File: src/sv/itmf_pkg.sv
`timescale 1ns / 1ps
// ----------------------------------------------------------------------------
// itmf_pkg
// Shared types and constants of the stimulus packet framer: word layouts,
// header size codes and the burst that one input word can produce.
// ----------------------------------------------------------------------------
package itmf_pkg;

   localparam int unsigned PORT_W      = 5;
   localparam int unsigned BYTE_W      = 8;
   localparam int unsigned CODE_W      = 3;
   localparam int unsigned PEND_DEPTH  = 3;
   localparam int unsigned GROUP_CNT_W = 2;
   localparam int unsigned BURST_MAX   = 5;
   localparam int unsigned BURST_CNT_W = 3;

   // size codes in the low bits of a software-source header
   localparam logic [CODE_W-1:0] CODE_FULL = 3'd3;
   localparam logic [CODE_W-1:0] CODE_TWO  = 3'd2;
   localparam logic [CODE_W-1:0] CODE_ONE  = 3'd1;

   typedef logic [BYTE_W-1:0] data_type;
   typedef logic [PORT_W-1:0] port_type;

   typedef struct packed {
      port_type port;
      data_type data_byte;
      logic     last_byte;
   } req_word_type;

   typedef struct packed {
      data_type out_byte;
      logic     is_header;
      logic     run_last;
   } rsp_word_type;

   // bytes[0] goes out first; hdr[i] marks bytes[i] as a header
   typedef struct packed {
      logic [BURST_MAX-1:0][BYTE_W-1:0] bytes;
      logic [BURST_MAX-1:0]             hdr;
      logic [BURST_CNT_W-1:0]           len;
   } burst_type;

   function automatic data_type header_byte(input port_type port,
                                            input logic [CODE_W-1:0] code);
      return {port, code};
   endfunction

endpackage

File: src/sv/itmf_if.sv
`timescale 1ns / 1ps
// ----------------------------------------------------------------------------
// itmf channel interfaces
// Valid/ready channels for request words and framed response words.
// ----------------------------------------------------------------------------
interface itmf_req_if import itmf_pkg::*; ();
   logic     valid;
   logic     ready;
   port_type port;
   data_type data_byte;
   logic     last_byte;

   modport source (output valid, output port, output data_byte, output last_byte,
                   input ready);
   modport sink   (input valid, input port, input data_byte, input last_byte,
                   output ready);
endinterface

interface itmf_rsp_if import itmf_pkg::*; ();
   logic     valid;
   logic     ready;
   data_type out_byte;
   logic     is_header;
   logic     run_last;

   modport source  (output valid, output out_byte, output is_header, output run_last,
                    input ready);
   modport sink    (input valid, input out_byte, input is_header, input run_last,
                    output ready);
   modport monitor (input valid, input ready, input out_byte, input is_header,
                    input run_last);
endinterface

File: src/sv/itm_stimulus_packet_framer_unit.sv
`timescale 1ns / 1ps
// ----------------------------------------------------------------------------
// itm_stimulus_packet_framer_unit
// Frames message bytes of one stimulus port into software-source packets.
// ----------------------------------------------------------------------------
// Each request word carries one message byte, its stimulus port and an end of
// message mark. Bytes are gathered in groups of four; the port is latched at
// the first byte of a group. The fourth byte of a group releases a full packet
// (header port<<3|3 and the four bytes). A message end with two bytes open
// releases a two-byte packet (code 2), with three a two-byte and a one-byte
// packet, and a single leftover byte a one-byte packet (code 1), so one word
// produces zero, two, three or five response words. Response words leave at
// one per cycle from an output register while the receiver is ready; run_last
// marks the final one that a request word caused. A word that only stores a
// byte is taken once the burst buffer is free; a word that releases bytes holds
// the burst buffer until they drain, and the next request word is taken in the
// cycle its last byte moves into the output register. In a steady stream of full
// groups the storing words are taken back to back, and the fourth holds the
// request side while its burst drains. The first response word passes through
// the burst buffer and then the output register. No clearing pass after reset.
// ----------------------------------------------------------------------------
module itm_stimulus_packet_framer_unit import itmf_pkg::*; (
   input  logic    clock,
   input  logic    reset,
   itmf_req_if.sink   req_chan,
   itmf_rsp_if.source rsp_chan
);

   req_word_type req_word;
   burst_type    burst;
   rsp_word_type rsp_word;
   logic         req_accept;
   logic         load_ready;

   // gather the request payload into one word
   assign req_word.port      = req_chan.port;
   assign req_word.data_byte = req_chan.data_byte;
   assign req_word.last_byte = req_chan.last_byte;

   // accept only when the burst buffer is empty or drains this cycle
   assign req_chan.ready = load_ready;
   assign req_accept     = req_chan.valid && load_ready;

   // group state and packet building
   itmf_framer u_framer (
      .clock  (clock),
      .reset  (reset),
      .accept (req_accept),
      .word   (req_word),
      .burst  (burst)
   );

   // burst buffer and output register
   itmf_serializer u_serializer (
      .clock      (clock),
      .reset      (reset),
      .load       (req_accept),
      .burst      (burst),
      .load_ready (load_ready),
      .rsp_ready  (rsp_chan.ready),
      .rsp_valid  (rsp_chan.valid),
      .rsp_word   (rsp_word)
   );

   // drive the response payload
   assign rsp_chan.out_byte  = rsp_word.out_byte;
   assign rsp_chan.is_header = rsp_word.is_header;
   assign rsp_chan.run_last  = rsp_word.run_last;

endmodule

File: src/sv/itmf_framer.sv
`timescale 1ns / 1ps
// ----------------------------------------------------------------------------
// itmf_framer
// Group state of the framer: open group bytes, fill count and latched port.
// Builds the burst of packet bytes that an accepted word releases.
// ----------------------------------------------------------------------------
module itmf_framer import itmf_pkg::*; (
   input  logic         clock,
   input  logic         reset,
   input  logic         accept,
   input  req_word_type word,
   output burst_type    burst
);

   data_type                pend_ff [PEND_DEPTH];
   logic [GROUP_CNT_W-1:0]  count_ff, count_in;
   port_type                port_ff, port_in;

   port_type port_eff;
   data_type b0, b1, b2;

   always_comb begin
      port_eff = (count_ff == '0) ? word.port : port_ff;
      // the new byte stands in for the slot it is about to fill
      b0 = (count_ff == 2'd0) ? word.data_byte : pend_ff[0];
      b1 = (count_ff == 2'd1) ? word.data_byte : pend_ff[1];
      b2 = (count_ff == 2'd2) ? word.data_byte : pend_ff[2];

      burst = '0;
      case (count_ff)
         2'd3: begin
            burst.bytes[0] = header_byte(port_eff, CODE_FULL);
            burst.bytes[1] = pend_ff[0];
            burst.bytes[2] = pend_ff[1];
            burst.bytes[3] = pend_ff[2];
            burst.bytes[4] = word.data_byte;
            burst.hdr      = 5'b00001;
            burst.len      = 3'd5;
         end
         2'd0: begin
            if (word.last_byte) begin
               burst.bytes[0] = header_byte(port_eff, CODE_ONE);
               burst.bytes[1] = b0;
               burst.hdr      = 5'b00001;
               burst.len      = 3'd2;
            end
         end
         2'd1: begin
            if (word.last_byte) begin
               burst.bytes[0] = header_byte(port_eff, CODE_TWO);
               burst.bytes[1] = b0;
               burst.bytes[2] = b1;
               burst.hdr      = 5'b00001;
               burst.len      = 3'd3;
            end
         end
         default: begin
            if (word.last_byte) begin
               burst.bytes[0] = header_byte(port_eff, CODE_TWO);
               burst.bytes[1] = b0;
               burst.bytes[2] = b1;
               burst.bytes[3] = header_byte(port_eff, CODE_ONE);
               burst.bytes[4] = b2;
               burst.hdr      = 5'b01001;
               burst.len      = 3'd5;
            end
         end
      endcase

      count_in = count_ff;
      port_in  = port_ff;
      if (accept) begin
         port_in  = port_eff;
         count_in = (count_ff == 2'd3 || word.last_byte) ? '0 : count_ff + 2'd1;
      end
   end

   always_ff @(posedge clock) begin
      if (reset) begin
         count_ff <= '0;
         port_ff  <= '0;
      end else begin
         count_ff <= count_in;
         port_ff  <= port_in;
      end
   end

   // open group bytes: no reset, only slots of the current group are read
   always_ff @(posedge clock) begin
      if (accept && count_ff != 2'd3) begin
         pend_ff[count_ff] <= word.data_byte;
      end
   end

endmodule

File: src/sv/itmf_serializer.sv
`timescale 1ns / 1ps
// ----------------------------------------------------------------------------
// itmf_serializer
// Burst buffer and output register: shifts out a byte a cycle unless stalled.
// ----------------------------------------------------------------------------
module itmf_serializer import itmf_pkg::*; (
   input  logic         clock,
   input  logic         reset,
   input  logic         load,
   input  burst_type    burst,
   output logic         load_ready,
   input  logic         rsp_ready,
   output logic         rsp_valid,
   output rsp_word_type rsp_word
);

   burst_type    buf_ff, buf_in;
   logic         valid_ff, valid_in;
   rsp_word_type word_ff;
   logic         move;

   assign move       = (buf_ff.len != '0) && (!valid_ff || rsp_ready);
   assign load_ready = (buf_ff.len == '0) || (buf_ff.len == 3'd1 && move);

   always_comb begin
      buf_in = buf_ff;
      if (load) begin
         buf_in = burst;
      end else if (move) begin
         for (int i = 0; i < BURST_MAX - 1; i++) begin
            buf_in.bytes[i] = buf_ff.bytes[i+1];
         end
         buf_in.hdr = buf_ff.hdr >> 1;
         buf_in.len = buf_ff.len - 3'd1;
      end

      if (move) begin
         valid_in = 1'b1;
      end else if (rsp_ready) begin
         valid_in = 1'b0;
      end else begin
         valid_in = valid_ff;
      end
   end

   // payload bytes carry no reset; only the length and valid do
   always_ff @(posedge clock) begin
      buf_ff.bytes <= buf_in.bytes;
      buf_ff.hdr   <= buf_in.hdr;
      if (move) begin
         word_ff.out_byte  <= buf_ff.bytes[0];
         word_ff.is_header <= buf_ff.hdr[0];
         word_ff.run_last  <= (buf_ff.len == 3'd1);
      end
      if (reset) begin
         buf_ff.len <= '0;
         valid_ff   <= 1'b0;
      end else begin
         buf_ff.len <= buf_in.len;
         valid_ff   <= valid_in;
      end
   end

   assign rsp_valid = valid_ff;
   assign rsp_word  = word_ff;

endmodule

File: src/flat_wrapper.sv
// flat-port wrapper written by rule: the top's interface ports become plain ports
module itm_stimulus_packet_framer_unit_flat import itmf_pkg::*;
  (clock, reset, req_chan_valid, req_chan_port, req_chan_data_byte, req_chan_last_byte, req_chan_ready, rsp_chan_valid, rsp_chan_out_byte, rsp_chan_is_header, rsp_chan_run_last, rsp_chan_ready);
  itmf_req_if req_chan_i ();
  itmf_rsp_if rsp_chan_i ();
  input  logic clock;
  input  logic reset;
  input wire logic [$bits(req_chan_i.valid)-1:0] req_chan_valid;
  input wire logic [$bits(req_chan_i.port)-1:0] req_chan_port;
  input wire logic [$bits(req_chan_i.data_byte)-1:0] req_chan_data_byte;
  input wire logic [$bits(req_chan_i.last_byte)-1:0] req_chan_last_byte;
  output wire logic [$bits(req_chan_i.ready)-1:0] req_chan_ready;
  output wire logic [$bits(rsp_chan_i.valid)-1:0] rsp_chan_valid;
  output wire logic [$bits(rsp_chan_i.out_byte)-1:0] rsp_chan_out_byte;
  output wire logic [$bits(rsp_chan_i.is_header)-1:0] rsp_chan_is_header;
  output wire logic [$bits(rsp_chan_i.run_last)-1:0] rsp_chan_run_last;
  input wire logic [$bits(rsp_chan_i.ready)-1:0] rsp_chan_ready;
  assign req_chan_i.valid = req_chan_valid;
  assign req_chan_i.port = req_chan_port;
  assign req_chan_i.data_byte = req_chan_data_byte;
  assign req_chan_i.last_byte = req_chan_last_byte;
  assign req_chan_ready = req_chan_i.ready;
  assign rsp_chan_valid = rsp_chan_i.valid;
  assign rsp_chan_out_byte = rsp_chan_i.out_byte;
  assign rsp_chan_is_header = rsp_chan_i.is_header;
  assign rsp_chan_run_last = rsp_chan_i.run_last;
  assign rsp_chan_i.ready = rsp_chan_ready;
  itm_stimulus_packet_framer_unit u_core (.clock(clock), .reset(reset), .req_chan(req_chan_i), .rsp_chan(rsp_chan_i));
endmodule
File: config.mk
export PLATFORM = sky130hd
export DESIGN_NAME = itm_stimulus_packet_framer_unit_flat
export DESIGN_NICKNAME = d
export VERILOG_FILES = /design/src/sv/itmf_pkg.sv /design/src/sv/itmf_if.sv /design/src/sv/itm_stimulus_packet_framer_unit.sv /design/src/sv/itmf_framer.sv /design/src/sv/itmf_serializer.sv /design/src/flat_wrapper.sv
export SDC_FILE = /design/constraint.sdc
export NUM_CORES = 1
export LEC_CHECK = 0
export BUFFER_PORTS_ARGS = -buffer_cell sky130_fd_sc_hd__buf_4
export CAP_MARGIN = 20
export CORE_MARGIN = 1
export CORE_UTILIZATION = 45
export CTS_CLUSTER_DIAMETER = 30
export CTS_CLUSTER_SIZE = 20
export DETAILED_ROUTE_END_ITERATION = 10
export PLACE_DENSITY = 0.63
export RECOVER_POWER = 50
export SYNTH_ARGS = -nofsm -noshare
export SYNTH_HDL_FRONTEND = slang
export SYNTH_SLANG_ARGS = --single-unit
File: constraint.sdc
create_clock -name clock -period 4.3 [get_ports clock]
set_clock_uncertainty 0.05 [all_clocks]
set_input_delay 0 -clock clock [delete_from_list [all_inputs] [get_ports clock]]
set_output_delay 0 -clock clock [all_outputs]
set_load 0.005 [all_outputs]
==> results.yml, run 1 <==
worst_hold_path:
  whs_path_depth: 3
  hold_path.class: "input port to flop"
  holdCritStartpoint: "req_chan_port[1]"
  min_to: "u_core.u_serializer.buf_ff[12]$_DFFE_PP_"
floorplanning:
  row_count: 33
  fp.dieH_um: 95.2
  initial_utilization_pct: 47.1
  die_w_um: 95.2
  pin_count: 30
  coreArea_um2: 8300
  fp.dieArea_um2: 9070
detailed_routing:
  via_per_inst: 5.64
  drtAntennaViolNets: 0
  drcViolationCount: 0
  dr.pass1.iters: 4
  vias: 2537
  drt_wl_total_um: 8180
  drt-wirelength-per-cell_um: 18.2
  drt_iter0_drc: 183
run:
  drv_cap: 0
global_route:
  grt_pass1_vias: 2406
  grt_use_total_pct: 19.8
  grt_pass1_wl_um: 12900
  grt-ovfl-total: 0
  antenna_found_initial: 0
  grt_max_degree: 36
setup_path:
  critPathCaptureType: "flop"
  rrSetupSlack_ns: 1.61
  crit_family: "compound AO/OA/AOI/OAI gates"
  crit_path_max_fanout: 14
  arrival_ns: 2.92
  worst_path_largest_cell_delay_ns: 0.72
  r2r_start: "u_core.u_framer.count_ff[0]$_SDFFE_PP0N_"
  path_cells: "inv_1 > ha_1 > nor2b_1 > a21oi_1 > a31o_2 > a21oi_1"
  crit_path_start_kind: "flop"
  critPathKind: "flop to flop"
  path_buf_inv: 1
  cpMaxStageDelayCell: "nor2b_1"
  cp_data_required_time_ns: 4.53
  critPathMostFrequentCell: "a21oi_1"
  reg2reg_to: "u_core.u_serializer.buf_ff[2]$_SDFFE_PP0P_"
  ff2ff_path_depth: 6
yosys:
  yosys-top-cells-count: "78 x edfxtp_1, 44 x o21ai_0, 30 x a21oi_1, 14 x nor2_1"
  synth.mux.area_fraction_pct: 2.56
  synth_top_family_by_area: "compound AO/OA/AOI/OAI gates"
  async_flop_share_pct: 0
  yosysMostFrequentCell: "edfxtp_1"
  ys_seq_area_share_pct: 65.5
  synthTopCellsByArea: "edfxtp_1 60%, dfxtp_1 5.6%, o21ai_0 5.6%"
  ys.flop_type: "edfxtp_1"
  synth_area_um2: 3910
  synth_xor_area_share_pct: 0.224
  ys_ff_latch: 89
  synth-simple-area-share_pct: 7.81
  synth_edf_count: 78
  avgSynthCellArea_um2: 12.8
  synth.distinct_cells: 45
  yosysWarnings: 0
  synthCells: 305
  synth_top_area_share_pct: 59.9
  synth-compound-area-share_pct: 17.6
  synth_fp_nets: 332
  synthAdderAreaFrac_pct: 2.88
  yosysTopAreaCell: "edfxtp_1"
sta:
  clock.fmax_ghz: 0.371
  tns_ns: 0
  grt_setup_unrepaired: "false"
  period_needed_ns: 2.69
  finalHoldViolations: 0
  report.final.slew_viol_count: 0
  tightestPinTransition_ns: 0.843
  max_slew_margin_pct: 43.7
  fin_crit_sh_pct: 62.6
  setup_viol: 0
  setup_ws_ns: 1.61
pwr:
  power_density_nw_per_um2: 671
  power.leakage_uw: 0.00156
  peakVddDrop_v: 0.000229
clock_network:
  clk_pin_slew_ns: 0.08
  cts_resized: 0
  cts_tree: "done"
  worst_skew_pair.late_latency_ns: 0.35
  clkSinkCount: 89
  cts_buffers: 9
  ctsLongestPathBuffers: 2
  h-tree-depth: 3
  cts_setup_buffers: 0
  root_buffer: "clkbuf_8"
run_status:
  status: "completed"
layout:
  fin_nets: 367
  drive_gt1_share_pct: 12.8
  num-fill-cells: 718
  design_area_um2: 4460
  syn2layout_area_growth_pct: 14.0
  n_antenna_cell: 0
  multi_input_area_um2: 1210
  seq_area_um2: 2560
place:
  gp_congestion: 0.818
  place_ws_ns: 1.34
  hpwl_um: 5470
  placed_area_um2: 4170
  io_buffers: 29
registers in the layout (all words and copies together) (netlist names):
name	count
u_core.u_framer.pend_ff	24
u_core.u_framer.count_ff	2
u_core.u_serializer.rsp_word	10
u_core.u_serializer.rsp_valid	1
u_core.u_framer.port_ff	5
u_core.u_serializer.buf_ff	47
kinds of logic (layout without fill, tap and decap cells):
kind of cell    after synthesis  in the layout
compound gates              112            112
xor+xnor                      1              1
fa+ha+maj                     9              9
buf+inv                      28             68
flops                        89             89
mux                          10             10
simple gates                 56             56
worst max-delay path by stage:
stage                                                     from                                          to  cells past startpoint
detailed placement  u_core.u_serializer.buf_ff[0]$_SDFFE_PP0P_     u_core.u_framer.pend_ff[1][5]$_DFFE_PP_                      7
CTS                 u_core.u_serializer.buf_ff[0]$_SDFFE_PP0P_     u_core.u_framer.pend_ff[1][5]$_DFFE_PP_                      7
finish                u_core.u_framer.count_ff[0]$_SDFFE_PP0N_  u_core.u_serializer.buf_ff[2]$_SDFFE_PP0P_                      6
global route          u_core.u_framer.count_ff[0]$_SDFFE_PP0N_  u_core.u_serializer.buf_ff[2]$_SDFFE_PP0P_                      6
global placement    u_core.u_serializer.buf_ff[0]$_SDFFE_PP0P_     u_core.u_framer.pend_ff[1][4]$_DFFE_PP_                      7
floorplan           u_core.u_serializer.buf_ff[0]$_SDFFE_PP0P_     u_core.u_framer.pend_ff[1][0]$_DFFE_PP_                      8
area by class of cell:
cell class	instances	share of cell area, %
clock buffer	13	3.11
clock inverter	3	1.52
inverter	9	0.814
sequential	89	57.5
multi-input combinational	188	27.2
tap	105	2.95
timing repair buffer	43	6.93
worst register-to-register path: stages, from the launching register on:
cell	delay, ns
dfxtp_1	0.46
inv_1	0.17
ha_1	0.38
nor2b_1	0.72
a21oi_1	0.39
a31o_2	0.33
a21oi_1	0.13
per-layer routing:
| layer | up-vias | share of wire, % | global-route usage, % | wire (um) |
|---|---|---|---|---|
| met3 | 11 | 6.0 | 3.59 | 490 |
| met1 | 1212 | 43 | 26.7 | 3540 |
| li1 | 1221 | - | - | - |
| met4 | 0 | 1.5 | 8.46 | 121 |
| met2 | 93 | 49 | 31.3 | 4030 |
| met5 | - | 0 | 0 | 0 |
layout by cell type, fill, tap and decap left out, types with 2 or more instances in the layout:
cell and instances:
o21ai_0 44, nand3_1 3, clkbuf_1 13, a21oi_1 30, a22o_1 4, nand2b_1 4
bufinv_16 2, dfxtp_1 11, buf_2 2, a211oi_2 2, nand2_1 8, nor2_1 14
o21ai_1 2, a31oi_1 3, inv_1 7, a32oi_1 4, nor3b_1 4, edfxtp_1 78
clkbuf_8 9, and2_0 2, o2bb2ai_1 5, dlygate4sd3_1 10, nor2b_1 12, a211oi_1 3
a22oi_1 8, mux2i_1 10, ha_1 9, clkbuf_4 11, buf_4 11, and2_1 2
through the flow:
stage          hold WS (ns)  total power (uW)  cells  utilization (%)
3_3_place_gp          0.198              2390    421             50.3
4_1_cts              0.0470              3030    447             54.0
2_1_floorplan        0.0489              2120    305                -
6_report             0.0446              2990    450             53.7
5_1_grt               0.103              3190    450             53.7
3_5_place_dp          0.198              2420    421             50.3
report_power, final:
part	internal [uW]	switching, uW	total (uW)	leakage (uW)
clock	329	277	606	0.0000978
sequential	1390	83.7	1480	0.000865
combinational	310	600	910	0.000598
repair_timing:
item,in CTS,in global routing
hold buffers,10,0
endpoints found under the hold margin,43,0
endpoints found under the setup margin,0,0
Note: power is estimated with default switching activity, not from simulation.
==> inputs of run 2 (changes only) <==
- ABC_AREA: unset -> 1
- PLACE_DENSITY: 0.63 -> 0.62
- clock period: 4.3 -> 2.8 ns (I/O delays scaled with it)
==> run 2 against run 1 <==
  * Synthesized cell count up 29%
  * Critical endpoint is now u_core.u_serializer.buf_ff[19]$_DFFE_PP_
  * Worst setup slack worse by 1.1 ns
  * First-iteration DRC count up 46%
  * Combinational power up 96%
  * Flip-flop and latch count unchanged
  * Highest routed layer unchanged
  * Global-route usage down 1.0 points
  * Clock-buffer cell count down 3
==> results.yml, run 2 <==
floorplanning:
  pin_count: 30
  initial_utilization_pct: 46.6
  fp.dieH_um: 97.0
  die_w_um: 97.0
  row_count: 34
  fp.dieArea_um2: 9410
  coreArea_um2: 8720
setup_path:
  cp_data_required_time_ns: 2.98
  r2r_start: "u_core.u_framer.count_ff[1]$_SDFFE_PP0N_"
  crit_path_max_fanout: 13
  arrival_ns: 2.48
  critPathKind: "flop to flop"
  critPathCaptureType: "flop"
  critPathLaunch: "u_core.u_framer.count_ff[1]$_SDFFE_PP0N_"
  crit_path_start_kind: "flop"
detailed_routing:
  drtAntennaViolNets: 0
  vias: 2802
  drt_wl_total_um: 8370
  drt_iter0_drc: 267
  drt-wirelength-per-cell_um: 15.3
  via_per_inst: 5.13
  drcViolationCount: 0
  dr.pass1.iters: 5
place:
  placed_area_um2: 4350
  hpwl_um: 5380
  io_buffers: 29
  gp_congestion: 0.783
yosys:
  ys_ff_latch: 89
  synth_fp_nets: 419
  yosys-top-cells-count: "119 x nand2_1, 78 x edfxtp_1, 35 x inv_1, 30 x nor2_1, 21 x o21ai_0"
  synth_edf_count: 78
  avgSynthCellArea_um2: 10.4
  synth.distinct_cells: 29
  yosysMostFrequentCell: "nand2_1"
  ys_seq_area_share_pct: 63.1
  yosysWarnings: 0
  async_flop_share_pct: 0
  yosysTopAreaCell: "edfxtp_1"
  synthTopCellsByArea: "edfxtp_1 58%, nand2_1 11%, dfxtp_1 5.4%"
  synth_area_um2: 4060
  synth_top_area_share_pct: 57.7
  ys.flop_type: "edfxtp_1"
  synthCells: 392
sta:
  setup_viol: 0
  grt_setup_unrepaired: "false"
  clock.fmax_ghz: 0.436
  fin_crit_sh_pct: 81.9
  tightestPinTransition_ns: 0.904
  report.final.slew_viol_count: 0
  max_slew_margin_pct: 39.5
  finalHoldViolations: 0
  tns_ns: 0
  period_needed_ns: 2.29
clock_network:
  cts_tree: "done"
  clk_pin_slew_ns: 0.10
  h-tree-depth: 3
  clkSinkCount: 89
  worst_skew_pair.late_latency_ns: 0.37
  root_buffer: "clkbuf_8"
  ctsLongestPathBuffers: 2
  cts_setup_buffers: 0
  cts_buffers: 9
layout:
  fin_nets: 460
  layout_commonest_cell: "nand2_1"
  n_antenna_cell: 0
  design_area_um2: 4620
  final_cell_mix: "122 x nand2_1, 78 x edfxtp_1, 35 x inv_1, 32 x nor2_1, 24 x o21ai_0"
  top_register: "u_core.u_serializer.buf_ff"
  syn2layout_area_growth_pct: 13.8
  drive_gt1_share_pct: 11.0
  largest_reg_flops: 47
  num-fill-cells: 767
global_route:
  grt_pass1_wl_um: 13400
  grt_max_degree: 55
  grt_use_total_pct: 18.7
  grt-ovfl-total: 0
  grt_pass1_vias: 2688
  antenna_found_initial: 0
pwr:
  power.leakage_uw: 0.00190
  peakVddDrop_v: 0.000443
  power_density_nw_per_um2: 1110
run:
  drv_cap: 0
run_status:
  status: "completed"
worst_hold_path:
  hold_path.class: "input port to flop"
  holdCritStartpoint: "req_chan_last_byte"
## run 2: cell type report
cell class                      instances  area [um2]  share of cell area (%)
Sequential cell                        89        2560                    55.5
Multi-Input combinational cell        250        1230                    26.6
Timing Repair Buffer                   44         322                    6.96
Inverter                               39         146                    3.17
Clock buffer                           10         138                    2.98
Tap cell                              108         135                    2.92
Clock inverter                          6        90.1                    1.95
## run 2: critical path, stage by stage (launching register included)
cell      delay, ns
dfxtp_1        0.35
inv_1          0.17
ha_1           0.47
clkinv_1       0.36
nand3_1        0.34
nand4_1        0.13
o21ai_0        0.11
nand2_1        0.07
nand2_1        0.10
## run 2: final timing paths
path,endpoint,slack (ns),cells after the start
worst max register to register,u_core.u_serializer.buf_ff[19]$_DFFE_PP_,0.51,8
worst min-delay path,u_core.u_framer.count_ff[0]$_SDFFE_PP0N_,0.03,4
worst max-delay path,u_core.u_serializer.buf_ff[19]$_DFFE_PP_,0.51,8
worst min register to register,u_core.u_serializer.rsp_word[1]$_DFFE_PP_,0.37,0
## run 2: per-stage QoR
stage / setup WS (ns) / hold WS (ns) / cells / util, % / power (uW)
2_1_floorplan: 0.638 / 0.0191 / 392 / - / 3690
3_3_place_gp: 0.720 / 0.161 / 519 / 49.9 / 4200
3_5_place_dp: 0.606 / 0.167 / 519 / 49.9 / 4240
4_1_cts: 0.579 / 0.00559 / 546 / 53.8 / 5250
5_1_grt: 0.297 / 0.0322 / 546 / 53.0 / 5480
6_report: 0.506 / 0.0261 / 546 / 53.0 / 5150
## run 2: power by group
| group | internal, uW | switching, uW | leakage [uW] |
|---|---|---|---|
| Clock | 530 | 473 | 0.000113 |
| Sequential | 2210 | 155 | 0.000857 |
| Combinational | 543 | 1230 | 0.000927 |
## run 2: layer usage
| metal | vias to the layer above | global-route usage, % | part of all wire (%) |
|---|---|---|---|
| met5 | - | 0 | 0 |
| met4 | 0 | 7.35 | 1.0 |
| met3 | 7 | 4.41 | 6.5 |
| met2 | 100 | 29.0 | 46 |
| met1 | 1287 | 25.5 | 47 |
| li1 | 1408 | - | - |
## run 2: logic make-up after synthesis
group,Yosys count,synth area share (%)
flip-flops,89,63.1
XOR/XNOR,1,0.216
AND/OR/NAND/NOR,169,17.2
adder cells (fa/ha/maj),9,2.77
buffers and inverters,53,6.04
AO/OA/AOI/OAI,71,10.6
## run 2: what timing repair did
action,CTS,global route
hold buffers,11,0
gates resized for setup,0,0
hold endpoints to repair,44,0
